==> src/hw/rtl/raster_palette_cycler_defines.svh <==
// Assertion macros shared by the raster palette cycler RTL
`ifndef RASTER_PALETTE_CYCLER_DEFINES_SVH
`define RASTER_PALETTE_CYCLER_DEFINES_SVH

// Condition that must hold at every clock edge out of reset
`define RPC_ASSERT_ALWAYS(label, cond, msg) \
    label: assert property (@(posedge clk) disable iff (!rst_n) (cond)) else $error(msg);

// Consequence that must hold in the cycle after the antecedent
`define RPC_ASSERT_NEXT(label, ante, cons, msg) \
    label: assert property (@(posedge clk) disable iff (!rst_n) (ante) |=> (cons)) \
        else $error(msg);

`endif

==> src/hw/rtl/rpc_pkg.sv <==
// Types, codes and constant tables of the raster palette cycler
package rpc_pkg;

    // Result action codes
    typedef enum logic [1:0] {
        ACT_PALETTE    = 2'd0,
        ACT_KEY_SCAN   = 2'd1,
        ACT_CLOCK_TICK = 2'd2
    } action_t;

    // Configuration register indexes
    typedef enum logic [2:0] {
        REG_RESET_LINE      = 3'd0,
        REG_TEXT_START_LINE = 3'd1,
        REG_TEXT_END_LINE   = 3'd2,
        REG_PULSE_SPEED     = 3'd3,
        REG_PULSE_MAX       = 3'd4
    } reg_idx_t;

    // Round-robin slot codes
    localparam logic [2:0] SLOT_KEY_SCAN   = 3'd1;
    localparam logic [2:0] SLOT_CLOCK_TICK = 3'd2;
    localparam logic [2:0] SLOT_PHASE      = 3'd3;
    localparam logic [2:0] SLOT_PULSE      = 3'd4;

    // Pens
    localparam logic [1:0] PEN_BACKGROUND = 2'd0;
    localparam logic [1:0] PEN_STAR       = 2'd1;
    localparam logic [1:0] PEN_TEXT       = 2'd2;

    // Fixed colours, G<<8 | R<<4 | B
    localparam logic [11:0] COL_WHITE = 12'hFFF;
    localparam logic [11:0] COL_BASE  = 12'h324;

    typedef struct packed {
        logic [7:0] reset_line;
        logic [7:0] text_start_line;
        logic [7:0] text_end_line;
        logic [7:0] pulse_speed;
        logic [3:0] pulse_max;
    } cfg_t;

    localparam cfg_t CFG_RESET = '{
        reset_line:      8'd8,
        text_start_line: 8'd120,
        text_end_line:   8'd148,
        pulse_speed:     8'd4,
        pulse_max:       4'd15
    };

    typedef struct packed {
        logic [2:0] slot;
        logic [4:0] phase;
        logic [7:0] pulse_tick;
        logic [3:0] pulse_level;
        logic       pulse_down;
    } state_t;

    typedef struct packed {
        action_t     action;
        logic [1:0]  pen;
        logic [11:0] colour;
        logic        last;
    } result_t;

    // Colour band table; entries past the defined ones read as black
    function automatic logic [11:0] band_colour(input logic [4:0] idx);
        logic [11:0] c;
        case (idx)
            5'd0:    c = 12'h0E6;
            5'd1:    c = 12'h0F4;
            5'd2:    c = 12'h0F2;
            5'd3:    c = 12'h1F0;
            5'd4:    c = 12'h3F0;
            5'd5:    c = 12'h5F0;
            5'd6:    c = 12'h7F0;
            5'd7:    c = 12'h9F0;
            5'd8:    c = 12'hBF0;
            5'd9:    c = 12'hEE0;
            5'd10:   c = 12'hEB0;
            5'd11:   c = 12'hE80;
            5'd12:   c = 12'hD42;
            5'd13:   c = 12'hC23;
            5'd14:   c = 12'hB24;
            5'd15:   c = 12'h926;
            5'd16:   c = 12'h738;
            5'd17:   c = 12'h558;
            5'd18:   c = 12'h377;
            5'd19:   c = 12'h296;
            5'd20:   c = 12'h1C6;
            default: c = 12'h000;
        endcase
        return c;
    endfunction

endpackage

==> src/hw/rtl/raster_palette_cycler.sv <==
// Top level of the raster palette cycler: registers, result buffer and ports
//
//  Channel   Direction  Moves
//  cfg       in         one register write (index, data)
//  s_axis    in         one raster line event
//  m_axis    out        one result: palette write or service request
//
//  An event is registered on acceptance and evaluated from the input register; its
//  results are registered in the result buffer on commit and drive m_axis from
//  there. Events with zero or one result flow at one per cycle while m_axis is
//  not stalled; the reset line's pair of palette writes leaves one by one over the
//  single m_axis result port. A stalled m_axis holds the result buffer; one more
//  event then waits in the input register, after which input stops. Reset is
//  asynchronous and restores registers and state at once; there is no clearing pass.
`include "raster_palette_cycler_defines.svh"

module raster_palette_cycler #(
    parameter int COLOUR_COUNT = 21,
    parameter int SLOT_COUNT   = 6
) (
    input  logic        clk,
    input  logic        rst_n,
    input  logic        cfg_valid,
    output logic        cfg_ready,
    input  logic [2:0]  cfg_index,
    input  logic [7:0]  cfg_data,
    input  logic        s_axis_tvalid,
    output logic        s_axis_tready,
    input  logic [7:0]  s_axis_tdata,   // [7:0] line
    output logic        m_axis_tvalid,
    input  logic        m_axis_tready,
    output logic [15:0] m_axis_tdata,   // [1:0] action, [3:2] pen, [15:4] colour
    output logic        m_axis_tlast
);

    rpc_pkg::cfg_t    cfg_reg;
    rpc_pkg::state_t  st_reg;
    rpc_pkg::state_t  st_next;
    logic             in_valid_reg;
    logic [7:0]       in_line_reg;
    rpc_pkg::result_t q0_reg;
    rpc_pkg::result_t q1_reg;
    logic [1:0]       cnt_reg;
    rpc_pkg::result_t res0;
    rpc_pkg::result_t res1;
    logic [1:0]       res_cnt;
    logic             pop;
    logic             commit;
    logic             phase_in_range;
    logic             slot_in_range;

    // Configuration writes are always taken
    assign cfg_ready = 1'b1;

    always_ff @(posedge clk or negedge rst_n)
    begin
        if (!rst_n)
        begin
            cfg_reg <= rpc_pkg::CFG_RESET;
        end
        else if (cfg_valid && cfg_ready)
        begin
            case (cfg_index)
                rpc_pkg::REG_RESET_LINE:      cfg_reg.reset_line      <= cfg_data;
                rpc_pkg::REG_TEXT_START_LINE: cfg_reg.text_start_line <= cfg_data;
                rpc_pkg::REG_TEXT_END_LINE:   cfg_reg.text_end_line   <= cfg_data;
                rpc_pkg::REG_PULSE_SPEED:     cfg_reg.pulse_speed     <= cfg_data;
                rpc_pkg::REG_PULSE_MAX:       cfg_reg.pulse_max       <= cfg_data[3:0];
                default:
                begin
                end
            endcase
        end
    end

    // Evaluate the registered event
    rpc_eval #(
        .COLOUR_COUNT (COLOUR_COUNT),
        .SLOT_COUNT   (SLOT_COUNT)
    ) u_eval (
        .line    (in_line_reg),
        .cfg     (cfg_reg),
        .st      (st_reg),
        .res0    (res0),
        .res1    (res1),
        .res_cnt (res_cnt),
        .st_next (st_next)
    );

    // Commit an event once the buffer will be empty after this cycle's transfer
    assign pop           = m_axis_tvalid && m_axis_tready;
    assign commit        = in_valid_reg && ((cnt_reg == 2'd0) || (cnt_reg == 2'd1 && pop));
    assign s_axis_tready = !in_valid_reg || commit;

    // Hold the incoming event
    always_ff @(posedge clk or negedge rst_n)
    begin
        if (!rst_n)
        begin
            in_valid_reg <= 1'b0;
        end
        else if (s_axis_tready)
        begin
            in_valid_reg <= s_axis_tvalid;
        end
    end

    always_ff @(posedge clk)
    begin
        if (s_axis_tvalid && s_axis_tready)
        begin
            in_line_reg <= s_axis_tdata;
        end
    end

    // Advance the round robin and pulse state on commit
    always_ff @(posedge clk or negedge rst_n)
    begin
        if (!rst_n)
        begin
            st_reg <= '0;
        end
        else if (commit)
        begin
            st_reg <= st_next;
        end
    end

    // Load results on commit, shift forward on each output transfer
    always_ff @(posedge clk or negedge rst_n)
    begin
        if (!rst_n)
        begin
            cnt_reg <= 2'd0;
        end
        else if (commit)
        begin
            cnt_reg <= res_cnt;
        end
        else if (pop)
        begin
            cnt_reg <= 2'(cnt_reg - 2'd1);
        end
    end

    always_ff @(posedge clk)
    begin
        if (commit)
        begin
            q0_reg <= res0;
            q1_reg <= res1;
        end
        else if (pop)
        begin
            q0_reg <= q1_reg;
        end
    end

    // Drive the result port from the buffer head
    assign m_axis_tvalid = (cnt_reg != 2'd0);
    assign m_axis_tdata  = {q0_reg.colour, q0_reg.pen, q0_reg.action};
    assign m_axis_tlast  = q0_reg.last;

    // Checks
    assign phase_in_range = (6'(st_reg.phase) < 6'(COLOUR_COUNT));
    assign slot_in_range  = (4'(st_reg.slot) < 4'(SLOT_COUNT));

    `RPC_ASSERT_ALWAYS(a_phase_range, phase_in_range, "colour phase out of range")
    `RPC_ASSERT_ALWAYS(a_slot_range, slot_in_range, "round robin slot out of range")
    `RPC_ASSERT_NEXT(a_pair_follows, pop && !m_axis_tlast, m_axis_tvalid && m_axis_tlast, "pair split")

endmodule

==> src/hw/rtl/rpc_eval.sv <==
// Per-event evaluation: results and next state for one raster line
module rpc_eval #(
    parameter int COLOUR_COUNT = 21,
    parameter int SLOT_COUNT   = 6
) (
    input  logic [7:0]       line,
    input  rpc_pkg::cfg_t    cfg,
    input  rpc_pkg::state_t  st,
    output rpc_pkg::result_t res0,
    output rpc_pkg::result_t res1,
    output logic [1:0]       res_cnt,
    output rpc_pkg::state_t  st_next
);

    localparam int RW = 13;

    logic [5:0]    band;
    logic [RW-1:0] idx_raw;
    logic [4:0]    rom_idx;
    logic [7:0]    tick_inc;
    logic [7:0]    level_step;
    logic [3:0]    slot_inc;
    logic [5:0]    phase_inc;

    // Reduce (band + count - phase) modulo the colour count, one bit a step
    always_comb
    begin
        logic [RW-1:0] x;
        band = 6'((line - cfg.text_start_line) >> 2);
        x = RW'(band) + RW'(COLOUR_COUNT) - RW'(st.phase);
        for (int k = 6; k >= 0; k--)
        begin
            if (x >= (RW'(COLOUR_COUNT) << k))
            begin
                x = x - (RW'(COLOUR_COUNT) << k);
            end
        end
        idx_raw = x;
    end

    assign rom_idx    = idx_raw[4:0];
    assign tick_inc   = st.pulse_tick + 8'd1;
    assign level_step = 8'(st.pulse_level) + (st.pulse_down ? 8'd255 : 8'd1);
    assign slot_inc   = 4'(st.slot) + 4'd1;
    assign phase_inc  = 6'(st.phase) + 6'd1;

    // Decode the line and form results and state update
    always_comb
    begin
        res0    = '0;
        res1    = '0;
        res_cnt = 2'd0;
        st_next = st;
        if (line == 8'd0)
        begin
            case (st.slot)
                rpc_pkg::SLOT_KEY_SCAN:
                begin
                    res0.action = rpc_pkg::ACT_KEY_SCAN;
                    res0.last   = 1'b1;
                    res_cnt     = 2'd1;
                end
                rpc_pkg::SLOT_CLOCK_TICK:
                begin
                    res0.action = rpc_pkg::ACT_CLOCK_TICK;
                    res0.last   = 1'b1;
                    res_cnt     = 2'd1;
                end
                rpc_pkg::SLOT_PHASE:
                begin
                    st_next.phase = (phase_inc >= 6'(COLOUR_COUNT)) ? 5'd0 : phase_inc[4:0];
                end
                rpc_pkg::SLOT_PULSE:
                begin
                    if (tick_inc < cfg.pulse_speed)
                    begin
                        st_next.pulse_tick = tick_inc;
                    end
                    else
                    begin
                        st_next.pulse_tick = 8'd0;
                        if (level_step >= 8'(cfg.pulse_max))
                        begin
                            st_next.pulse_level = cfg.pulse_max;
                            st_next.pulse_down  = 1'b1;
                        end
                        else
                        begin
                            st_next.pulse_level = level_step[3:0];
                            if (level_step == 8'd0)
                            begin
                                st_next.pulse_down = 1'b0;
                            end
                        end
                    end
                end
                default:
                begin
                end
            endcase
            st_next.slot = (slot_inc >= 4'(SLOT_COUNT)) ? 3'd0 : slot_inc[2:0];
        end
        else if (line == cfg.reset_line)
        begin
            res0.action = rpc_pkg::ACT_PALETTE;
            res0.pen    = rpc_pkg::PEN_BACKGROUND;
            res0.colour = rpc_pkg::COL_WHITE;
            res0.last   = 1'b0;
            res1.action = rpc_pkg::ACT_PALETTE;
            res1.pen    = rpc_pkg::PEN_STAR;
            res1.colour = {4'd0, st.pulse_level, st.pulse_level};
            res1.last   = 1'b1;
            res_cnt     = 2'd2;
        end
        else if (line == cfg.text_end_line)
        begin
            res0.action = rpc_pkg::ACT_PALETTE;
            res0.pen    = rpc_pkg::PEN_TEXT;
            res0.colour = rpc_pkg::COL_BASE;
            res0.last   = 1'b1;
            res_cnt     = 2'd1;
        end
        else if (line >= cfg.text_start_line && line <= cfg.text_end_line)
        begin
            res0.action = rpc_pkg::ACT_PALETTE;
            res0.pen    = rpc_pkg::PEN_TEXT;
            res0.colour = rpc_pkg::band_colour(rom_idx);
            res0.last   = 1'b1;
            res_cnt     = 2'd1;
        end
    end

endmodule

==> config.mk <==
export PLATFORM = sky130hd
export DESIGN_NAME = raster_palette_cycler
export DESIGN_NICKNAME = d
export VERILOG_FILES = /design/src/hw/rtl/rpc_pkg.sv /design/src/hw/rtl/raster_palette_cycler.sv /design/src/hw/rtl/rpc_eval.sv
export VERILOG_INCLUDE_DIRS = /design/src /design/src/hw/rtl
export SDC_FILE = /design/constraint.sdc
export NUM_CORES = 1
export LEC_CHECK = 0
export BUFFER_PORTS_ARGS = -buffer_cell sky130_fd_sc_hd__buf_2
export CORE_MARGIN = 8
export CORE_UTILIZATION = 39
export CTS_BUF_LIST = sky130_fd_sc_hd__clkbuf_8
export DETAILED_ROUTE_END_ITERATION = 16
export PLACE_DENSITY = 0.57
export REMOVE_ABC_BUFFERS = 1
export SETUP_SLACK_MARGIN = 0.05
export SYNTH_ARGS = -nofsm -noshare
export SYNTH_HDL_FRONTEND = slang
export SYNTH_SLANG_ARGS = --single-unit
==> constraint.sdc <==
create_clock -name clk -period 24.3 [get_ports clk]
set_clock_uncertainty 0.2 [all_clocks]
set_input_delay 7.29 -clock clk [delete_from_list [all_inputs] [get_ports clk]]
set_output_delay 7.29 -clock clk [all_outputs]
set_load 0.02 [all_outputs]
==> key figures, run 1 <==
Cells and area
  – Flip-flop count of the largest register after layout: 36
  – Commonest cells after routing, fill and taps aside: 87 x sky130_fd_sc_hd__nand2_1, 64 x sky130_fd_sc_hd__o21ai_0, 58 x sky130_fd_sc_hd__ha_1
  – Antenna cells: 0
  – Leading cell type in the layout, fill and taps excluded: sky130_fd_sc_hd__nand2_1
  – Fraction of layout instances using a drive strength above 1: 15.5%
  – Post-layout nets: 965
  – P&R area growth vs syn: 8.05%

Worst setup path
  – R2R Path Start: cfg_reg[25]
  – Delay contributed by the slowest stage of the critical path: 180 ps
  – Required @ worst endpoint: 16,810 ps
  – Worst R2R End: m_axis_tdata[9]
  – Crit start category: primary input
  – Most common cell type on the critical path: sky130_fd_sc_hd__buf_2
  – Critical Path End Type: primary output
  – Critical path data arrival time: 7870 ps
  – Critical path fanouts, max: 3
  – Kind of critical path: primary input to primary output
  – Cell type group with the largest total delay on the critical path: buffers and inverters
  – Crit-path cells: buf_2, a21oi_1, nand2_1, buf_2
  – Master of the slowest instance on the critical path: sky130_fd_sc_hd__a21oi_1
  – Reg2Reg Setup Slack: 13,160 ps
  – Worst path bufs/invs: 2
  – R2R depth: 39

Synthesis
  – Number of instances in the synthesized netlist: 852
  – Count of state elements after synthesis: 90
  – Yosys warns: 0
  – Portion of the post-synthesis area used by sequential elements: 31.6%
  – Area of the mapped netlist: 7650 um2
  – Library cells used by synthesis: 103
  – Synth Area per Inst: 8.98 um2
  – Top flip-flop cell by instance count after synthesis: sky130_fd_sc_hd__dfrtp_1
  – Post-synthesis async set-or-reset flop share: 66.7%
  – Post-synthesis cell type with the largest combined area: sky130_fd_sc_hd__dfrtp_1
  – Post-synth EDFFs: 30
  – Synth area leaders: sky130_fd_sc_hd__dfrtp_1 15%, sky130_fd_sc_hd__edfxtp_1 12%, sky130_fd_sc_hd__ha_1 9.5%
  – Yosys top cell area share: 15.4%

Place
  – Count of buffers inserted at the top-level ports: 42
  – Post-DP HPWL: 13.5 mm
  – Routability congestion estimate: 0.848

Clock tree
  – Hold-fix buffer count after cts: 0
  – Post-cts repair resize count: 0
  – Clock tree from TritonCTS: yes
  – Number of buffers on the longest clock path: 2
  – Clock Latency Late Sink: 370 ps
  – Root buffer cell: sky130_fd_sc_hd__clkbuf_8
  – Total clock buffers created by CTS: 9
  – Clock-pin slew of the registers on the worst-case setup and hold paths: 90 ps
  – CTS sink cnt: 90
  – H-Tree Depth: 3
  – Post-CTS setup buffers: 0

Detailed routing
  – Via count: 6,350
  – Routed via count divided by cell count: 5.52
  – Met1 Wirelength: 8.53 mm
  – Drt initial violations: 283
  – DR WL met2: 8.51 mm
  – Average wire per cell in the routed design: 15.4 um
  – Total length of routed wires: 17.7 mm
  – Count of nets left with antenna violations after detail routing: 0
  – First-pass DRT Iterations: 5
  – Top routing layer used: met4
  – # DRC: 0
  – Length of routed met3 wiring: 490 um

STA
  – Setup violations, final: 0
  – Total negative slack for setup checks: 0 ps
  – Final worst path period share: 63.2%
  – Final slew viol count: 0
  – RSZ-0062 raised after global routing: false
  – Slew HR: 18.2%
  – Number of endpoints with negative hold slack in the final report: 0
  – Max Freq: 65.1 MHz
  – Tightest Pin Transition: 1220 ps
  – Final Critical Period: 15,360 ps

Floorplan
  – Die Width: 156 um
  – Num ports: 44
  – Die ar.: 24,400 um2
  – Core Region: 19,300 um2
  – Initial core utilization: 39.6%
  – Row Count: 51
  – Die H: 156 um

GRT
  – Initial antenna violation count: 0
  – First-pass GRT wire length: 30.1 mm
  – All-layer global routing usage: 14.8%
  – Gr ovfl total: 0
  – Vias in the first global route: 5,979
  – Pin count of the biggest net entering global routing: 61

Job
  – Number of max-cap violations: 0

Hold path
  – Worst hold path endpoint: st_reg[12]
  – Worst hold path depth: 2
  – Worst hold path startpoint: st_reg[12]
  – Tightest Hold Check Type: register to register

Status
  – Run status: complete, no violations
## metrics by stage
stage	worst slack, ps	utilization (%)	area (um2)	cells	hold WS (ps)
detailed placement	8940	41.8	8090	1135	292
CTS	8930	42.8	8270	1151	313
global route	8880	42.8	8270	1151	320
finish	8940	42.8	8270	1151	305
global placement	8920	41.8	8090	1135	290
floorplan	9210	-	7530	826	267
## synthesized netlist by cell type (5+ instances only)
| cell | count |
|---|---|
| sky130_fd_sc_hd__nand2_1 | 87 |
| sky130_fd_sc_hd__o21ai_0 | 64 |
| sky130_fd_sc_hd__ha_1 | 58 |
| sky130_fd_sc_hd__a21oi_1 | 54 |
| sky130_fd_sc_hd__inv_1 | 53 |
| sky130_fd_sc_hd__nor2_1 | 53 |
| sky130_fd_sc_hd__dfrtp_1 | 47 |
| sky130_fd_sc_hd__edfxtp_1 | 30 |
| sky130_fd_sc_hd__mux2_2 | 23 |
| sky130_fd_sc_hd__nand3_1 | 20 |
| sky130_fd_sc_hd__nor3_1 | 18 |
| sky130_fd_sc_hd__xor2_1 | 18 |
| sky130_fd_sc_hd__xnor2_1 | 17 |
| sky130_fd_sc_hd__a21o_1 | 16 |
| sky130_fd_sc_hd__clkbuf_1 | 16 |
| sky130_fd_sc_hd__and2_1 | 15 |
| sky130_fd_sc_hd__nand2b_1 | 14 |
| sky130_fd_sc_hd__dfstp_2 | 13 |
| sky130_fd_sc_hd__mux2i_1 | 13 |
| sky130_fd_sc_hd__o21a_1 | 12 |
| sky130_fd_sc_hd__and3_1 | 11 |
| sky130_fd_sc_hd__nor2b_1 | 10 |
| sky130_fd_sc_hd__nor4_1 | 10 |
| sky130_fd_sc_hd__o211ai_1 | 10 |
| sky130_fd_sc_hd__a31oi_1 | 8 |
| sky130_fd_sc_hd__o21ai_1 | 7 |
| sky130_fd_sc_hd__buf_2 | 6 |
| sky130_fd_sc_hd__nand4_1 | 6 |
| sky130_fd_sc_hd__o2111ai_1 | 6 |
| sky130_fd_sc_hd__o21bai_1 | 6 |
| sky130_fd_sc_hd__o221ai_1 | 5 |
| sky130_fd_sc_hd__o22ai_1 | 5 |
## cells by family (layout without fill, tap and decap cells)
| group | after synthesis | after routing | share of synthesized area (%) |
|---|---|---|---|
| AND/OR/NAND/NOR | 277 | 277 | 18.6 |
| AO/OA/AOI/OAI | 266 | 266 | 25.0 |
| flip-flops | 90 | 90 | 31.6 |
| buffers and inverters | 80 | 114 | 4.22 |
| adder cells (fa/ha/maj) | 61 | 61 | 10.2 |
| multiplexers | 41 | 41 | 6.13 |
| XOR/XNOR | 36 | 36 | 4.22 |
| other | 1 | 1 | 0.0490 |
## worst max-delay path by stage
stage | slack (ps) | endpoint | cells after the start | from
after CTS | 8930 | s_axis_tready | 4 | m_axis_tready
after global routing | 8880 | s_axis_tready | 4 | m_axis_tready
after detailed placement | 8940 | s_axis_tready | 4 | m_axis_tready
final | 8940 | s_axis_tready | 4 | m_axis_tready
after floorplan | 9210 | s_axis_tready | 2 | m_axis_tready
after global placement | 8920 | s_axis_tready | 4 | m_axis_tready
## final cells by class
| cell class | instances | area (um2) |
|---|---|---|
| clock buffers | 9 | 124 |
| clock inverters | 7 | 55.1 |
| fillers | 1944 | 11100 |
| inverters | 54 | 203 |
| multi-input cells | 682 | 4910 |
| flip-flops and latches | 90 | 2420 |
| well taps | 265 | 332 |
| repair buffers | 44 | 225 |
## tightest hold or removal path, cell delays in order (launching register included)
cell                      delay (ps)
sky130_fd_sc_hd__dfrtp_1         360
sky130_fd_sc_hd__nand2_1          50
sky130_fd_sc_hd__o21ai_0          60
## routing by layer
layer	vias up	GRT usage [%]
li1	3213	-
met1	3003	19.8
met2	115	25.1
met3	19	1.61
met4	0	3.65
met5	-	0
Power of run 1 is left out: the tool's default activity adds up to more than one toggle a clock period on the data nets, which glitch-free logic cannot reach.
==> run 2: changes to the inputs <==
==> constraint.sdc (replaced) <==
create_clock -name clk -period 14.9 [get_ports clk]
set_clock_uncertainty 0.2 [all_clocks]
set_input_delay 4.47 -clock clk [delete_from_list [all_inputs] [get_ports clk]]
set_output_delay 4.47 -clock clk [all_outputs]
set_load 0.02 [all_outputs]
==> run 2 against run 1 <==
  * Routed wire length grew 3.5%
  * Via count is essentially flat
  * Cell area grew 0.67%
  * Non-clock buffer count grew 2
  * Critical path depth grew 35
  * Register-to-register slack lost 9000 ps
  * Core utilization grew 0.28 points
  * Sequential cell count is the same
  * Sequential share of layout area shrank 0.19 points
  * Count of clock-buffer cells in the layout grew 1
  * Largest cell class unchanged
==> key figures, run 2 (synthesis results as in run 1) <==
Status
  – Run status: complete, no violations

STA
  – RSZ-0062 raised after global routing: false
  – Setup violations, final: 0
  – Final slew viol count: 0
  – Final worst path period share: 72.1%
  – Number of endpoints with negative hold slack in the final report: 0
  – Final Critical Period: 10,740 ps
  – Total negative slack for setup checks: 0 ps
  – Tightest Pin Transition: 834 ps
  – Slew HR: 43.9%
  – Max Freq: 93.1 MHz

Worst setup path
  – Crit start category: register
  – Critical path fanouts, max: 14
  – Critical path data arrival time: 10,640 ps
  – Most common cell type on the critical path: sky130_fd_sc_hd__ha_1
  – Delay contributed by the slowest stage of the critical path: 520 ps
  – Master of the slowest instance on the critical path: sky130_fd_sc_hd__dfstp_2
  – Reg2Reg Setup Slack: 4160 ps
  – Required @ worst endpoint: 14,800 ps
  – Kind of critical path: register to register
  – Critical Path End Type: register

Floorplan
  – Die H: 156 um
  – Num ports: 44
  – Row Count: 51
  – Die ar.: 24,400 um2
  – Die Width: 156 um
  – Core Region: 19,300 um2
  – Initial core utilization: 39.6%

Clock tree
  – Root buffer cell: sky130_fd_sc_hd__clkbuf_8
  – Number of buffers on the longest clock path: 2
  – Post-cts repair resize count: 0
  – H-Tree Depth: 3
  – Clock tree from TritonCTS: yes
  – Clock Latency Late Sink: 370 ps
  – Total clock buffers created by CTS: 9
  – CTS sink cnt: 90
  – Hold-fix buffer count after cts: 0
  – Post-CTS setup buffers: 0
  – Clock-pin slew of the registers on the worst-case setup and hold paths: 100 ps

Cells and area
  – Final core area utilization: 43.0%
  – Leading cell type in the layout, fill and taps excluded: sky130_fd_sc_hd__nand2_1
  – Antenna cells: 0
  – P&R area growth vs syn: 8.77%
  – Post-layout nets: 967
  – Fraction of layout instances using a drive strength above 1: 15.4%
  – Commonest cells after routing, fill and taps aside: 87 x sky130_fd_sc_hd__nand2_1, 64 x sky130_fd_sc_hd__o21ai_0, 58 x sky130_fd_sc_hd__ha_1
  – Flip-flop count of the largest register after layout: 36

Detailed routing
  – Routed via count divided by cell count: 5.50
  – Via count: 6,346
  – First-pass DRT Iterations: 5
  – Average wire per cell in the routed design: 15.9 um
  – # DRC: 0
  – Total length of routed wires: 18.3 mm
  – Count of nets left with antenna violations after detail routing: 0
  – Drt initial violations: 377

GRT
  – Gr ovfl total: 0
  – Initial antenna violation count: 0
  – First-pass GRT wire length: 31.2 mm
  – Pin count of the biggest net entering global routing: 61
  – All-layer global routing usage: 15.5%
  – Vias in the first global route: 6,181

Hold path
  – Tightest Hold Check Type: register to register

Place
  – Count of buffers inserted at the top-level ports: 42
  – Post-DP HPWL: 14.1 mm
  – Routability congestion estimate: 0.859

Job
  – Number of max-cap violations: 0
run 2: cell count changes in the layout (fill, tap and decap cells not counted), moves of 2 or more:
cell | before | now
sky130_fd_sc_hd__inv_6 | 4 | 0
sky130_fd_sc_hd__buf_4 | 2 | 4
sky130_fd_sc_hd__inv_4 | 2 | 0
sky130_fd_sc_hd__bufinv_16 | 0 | 2
run 2: worst paths after layout:
check / startpoint / end / cells after the start
min in group asynchronous: rst_n / cfg_reg[34] / 2
max in group asynchronous: rst_n / st_reg[3] / 2
worst max-delay path: cfg_reg[25] / m_axis_tdata[10] / 39
worst max register to register: cfg_reg[25] / m_axis_tdata[10] / 39
worst min register to register: cfg_reg[5] / cfg_reg[5] / 1
worst min-delay path: cfg_reg[5] / cfg_reg[5] / 1
run 2: per-layer routing:
layer  track usage, %  up-vias  share of wire (%)
li1                 -     3206                  -
met1             20.2     2987                 47
met2             25.9      130                 48
met3             2.02       23                3.5
met4             5.41        0                1.9
met5                0        -                  0
run 2: layout make-up:
class                      instances  area, um2
clock buffer                      10        138
tap                              265        332
multi-input combinational        682       4910
timing repair buffer              46        240
inverter                          54        203
sequential                        90       2420
clock inverter                     6       81.3
fill                            1910      11000
run 2: through the flow:
| stage | hold WS, ps | std cells | cell area (um2) | worst slack (ps) |
|---|---|---|---|---|
| CTS | 315 | 1153 | 8320 | 4160 |
| finish | 309 | 1153 | 8320 | 4160 |
| floorplan | 267 | 826 | 7530 | 5450 |
| global placement | 288 | 1137 | 8100 | 4410 |
| global route | 325 | 1153 | 8320 | 3180 |
| detailed placement | 294 | 1137 | 8100 | 4230 |
run 2: critical path: cells and delay by family, from the launching register on:
| family | cells | cell delay (ps) |
|---|---|---|
| AOI/OAI and AO/OA | 16 | 3510 |
| and+or+nand+nor | 7 | 2160 |
| adders and majority gates | 5 | 1790 |
| xor gates and xnor gates | 4 | 990 |
| muxes | 3 | 800 |
| DFF | 1 | 520 |
| buffers and inverters | 4 | 450 |
Power of run 2 is left out for the same reason.
==> run 3: changes to the inputs <==
--- a/config.mk
+++ b/config.mk
@@ -6,6 +6,7 @@
 export SDC_FILE = /design/constraint.sdc
 export NUM_CORES = 1
 export LEC_CHECK = 0
+export ABC_AREA = 1
 export BUFFER_PORTS_ARGS = -buffer_cell sky130_fd_sc_hd__buf_2
 export CORE_MARGIN = 8
 export CORE_UTILIZATION = 39
==> constraint.sdc (replaced) <==
create_clock -name clk -period 10.51 [get_ports clk]
set_clock_uncertainty 0.2 [all_clocks]
set_input_delay 3.153 -clock clk [delete_from_list [all_inputs] [get_ports clk]]
set_output_delay 3.153 -clock clk [all_outputs]
set_load 0.02 [all_outputs]
==> run 3 against run 2 <==
  * Non-clock buffer count down 2
  * Synthesized cell count up 17%
  * Die area down 4.4%
  * Global-route usage down 1.7 points
  * Count of clock-buffer cells in the layout down 1
  * Area after synthesis down 4.9%
  * Fmax up 25%
  * Critical endpoint is now m_axis_tdata[6]
  * Largest cell class unchanged
==> key figures, run 3 <==
Status
  – Run status: complete, no violations

Place
  – Post-DP HPWL: 12.7 mm
  – Worst slack at placement: 1970 ps
  – Routability congestion estimate: 0.850
  – Cell Area, Placed: 7760 um2
  – Count of buffers inserted at the top-level ports: 42

Worst setup path
  – Master of the slowest instance on the critical path: sky130_fd_sc_hd__edfxtp_1
  – Crit start category: register
  – Critical path data arrival time: 8530 ps
  – Required @ worst endpoint: 10,430 ps
  – Critical Path End Type: register
  – Critical path fanouts, max: 10
  – Most common cell type on the critical path: sky130_fd_sc_hd__nand2_1
  – Kind of critical path: register to register
  – Delay contributed by the slowest stage of the critical path: 480 ps

Job
  – Number of max-cap violations: 0

Detailed routing
  – First-pass DRT Iterations: 4
  – Count of nets left with antenna violations after detail routing: 0
  – Average wire per cell in the routed design: 12.2 um
  – # DRC: 0
  – Via count: 6,246
  – Drt initial violations: 234
  – Routed via count divided by cell count: 4.87
  – Total length of routed wires: 15.7 mm

Clock tree
  – Clock tree from TritonCTS: yes
  – Post-CTS setup buffers: 0
  – Post-cts repair resize count: 0
  – Root buffer cell: sky130_fd_sc_hd__clkbuf_8
  – Hold-fix buffer count after cts: 0
  – Number of buffers on the longest clock path: 2
  – H-Tree Depth: 3
  – CTS sink cnt: 90
  – Clock Latency Late Sink: 370 ps
  – Clock-pin slew of the registers on the worst-case setup and hold paths: 90 ps
  – Total clock buffers created by CTS: 9

Floorplan
  – Row Count: 50
  – Die H: 153 um
  – Die ar.: 23,300 um2
  – Die Width: 153 um
  – Num ports: 44
  – Core Region: 18,500 um2
  – Initial core utilization: 39.3%

GRT
  – First-pass GRT wire length: 27.6 mm
  – Initial antenna violation count: 0
  – Vias in the first global route: 5,940
  – Pin count of the biggest net entering global routing: 61
  – Gr ovfl total: 0
  – All-layer global routing usage: 13.8%

Cells and area
  – Area taken by multi-input logic gates: 4220 um2
  – P&R area growth vs syn: 9.58%
  – Post-layout nets: 1,127
  – Antenna cells: 0
  – Fillers: 1,859
  – Leading cell type in the layout, fill and taps excluded: sky130_fd_sc_hd__nand2_1
  – Commonest cells after routing, fill and taps aside: 259 x sky130_fd_sc_hd__nand2_1, 145 x sky130_fd_sc_hd__inv_1, 83 x sky130_fd_sc_hd__nand3_1
  – Fraction of layout instances using a drive strength above 1: 14.8%
  – Register cell area after layout: 2420 um2
  – Flip-flop count of the largest register after layout: 36
  – Post-layout instance area: 7970 um2

Synthesis
  – Top flip-flop cell by instance count after synthesis: sky130_fd_sc_hd__dfrtp_1
  – Multiplexer area fraction after synthesis: 0%
  – Area of the mapped netlist: 7280 um2
  – Library cells used by synthesis: 55
  – Synth area leaders: sky130_fd_sc_hd__dfrtp_1 16%, sky130_fd_sc_hd__nand2_1 13%, sky130_fd_sc_hd__edfxtp_1 12%
  – Share of the synthesized area in compound gates (AO/OA/AOI/OAI): 11.5%
  – Most used standard cells in the synthesized netlist: 259 x sky130_fd_sc_hd__nand2_1, 145 x sky130_fd_sc_hd__inv_1, 83 x sky130_fd_sc_hd__nand3_1
  – Post-synth EDFFs: 30
  – Arithmetic-cell share of the synthesized area counting full adders, half adders and majority gates: 10.5%
  – Most common cell in the synthesized netlist: sky130_fd_sc_hd__nand2_1
  – Count of state elements after synthesis: 90
  – Combinational family with the most area after synthesis: simple AND/OR/NAND/NOR gates
  – Yosys warns: 0
  – Synth Area per Inst: 7.31 um2
  – Portion of the post-synthesis area used by sequential elements: 33.2%
  – Yosys top cell area share: 16.2%
  – Number of instances in the synthesized netlist: 995
  – Post-synthesis async set-or-reset flop share: 66.7%
  – Post-synthesis cell type with the largest combined area: sky130_fd_sc_hd__dfrtp_1
  – Xor and xnor area share after synthesis: 2.99%
  – Simple-gate portion of the synthesized area: 33.0%

STA
  – Final worst path period share: 81.9%
  – Max Freq: 116 MHz
  – Number of endpoints with negative hold slack in the final report: 0
  – Tightest Pin Transition: 812 ps
  – Final slew viol count: 0
  – RSZ-0062 raised after global routing: false
  – Setup violations, final: 0
  – Final Critical Period: 8610 ps
  – Slew HR: 45.4%
  – Post-route worst setup slack: 1900 ps
  – Smallest hold slack: 290 ps
  – Total negative slack for setup checks: 0 ps

Hold path
  – Tightest Hold Check Type: register to register
run 3: cell count changes in the layout (fill, tap and decap cells not counted), moves of 15 or more:
cell                      previous run  this run
sky130_fd_sc_hd__xnor2_1            17         2
sky130_fd_sc_hd__nand3_1            20        83
sky130_fd_sc_hd__nand2_1            87       259
sky130_fd_sc_hd__nand2_2             0        35
sky130_fd_sc_hd__a21oi_1            54        28
sky130_fd_sc_hd__nor2_1             53        70
sky130_fd_sc_hd__mux2_2             23         0
sky130_fd_sc_hd__inv_1              54       145
run 3: cell type report:
cell class | instances | area share [%]
inverter | 159 | 7.48
sequential | 90 | 30.3
tap | 234 | 3.67
clock buffer | 9 | 1.55
timing repair buffer | 44 | 2.82
clock inverter | 7 | 1.16
multi-input combinational | 739 | 53.0
run 3: final timing paths:
check                          startpoint         endpoint  slack [ps]  cells after the start
min in group asynchronous           rst_n        st_reg[0]        2730                      2
max in group asynchronous           rst_n      cfg_reg[34]        6850                      2
setup / recovery           in_line_reg[2]  m_axis_tdata[6]        1900                     60
setup reg to reg           in_line_reg[2]  m_axis_tdata[6]        1900                     60
hold / removal                cfg_reg[27]      cfg_reg[27]         290                      2
hold reg to reg               cfg_reg[27]      cfg_reg[27]         290                      2
run 3: logic make-up (layout without fill, tap and decap cells):
group	count (synthesis)	after routing
DFF	90	90
AOI/OAI and AO/OA	142	142
adders and majority gates	60	60
buffers and inverters	166	219
xor gates and xnor gates	24	24
and+or+nand+nor	512	512
other	1	1
run 3: worst max-delay path, delay by kind of cell (launching register included):
kind,cells,cell delay (ps)
simple gates,44,4650
flops,1,480
fa+ha+maj,6,1610
xor+xnor,1,130
buf+inv,5,350
compound gates,4,950
run 3: per-stage QoR:
stage                     utilization [%]  instances
after detailed placement             41.9       1266
after floorplan                         -        988
after global placement               41.9       1266
after CTS                            43.1       1282
after global routing                 43.1       1282
final                                43.1       1282
run 3: layer usage:
metal / up-vias / wire length [um] / share of wire [%] / GRT usage (%)
met5: - / 0 / 0 / 0
met2: 93 / 6900 / 44 / 22.1
met3: 9 / 579 / 3.7 / 2.78
met1: 2802 / 8070 / 52 / 18.9
met4: 0 / 110 / 0.70 / 2.64
li1: 3342 / - / - / -
Power of run 3 is left out for the same reason.
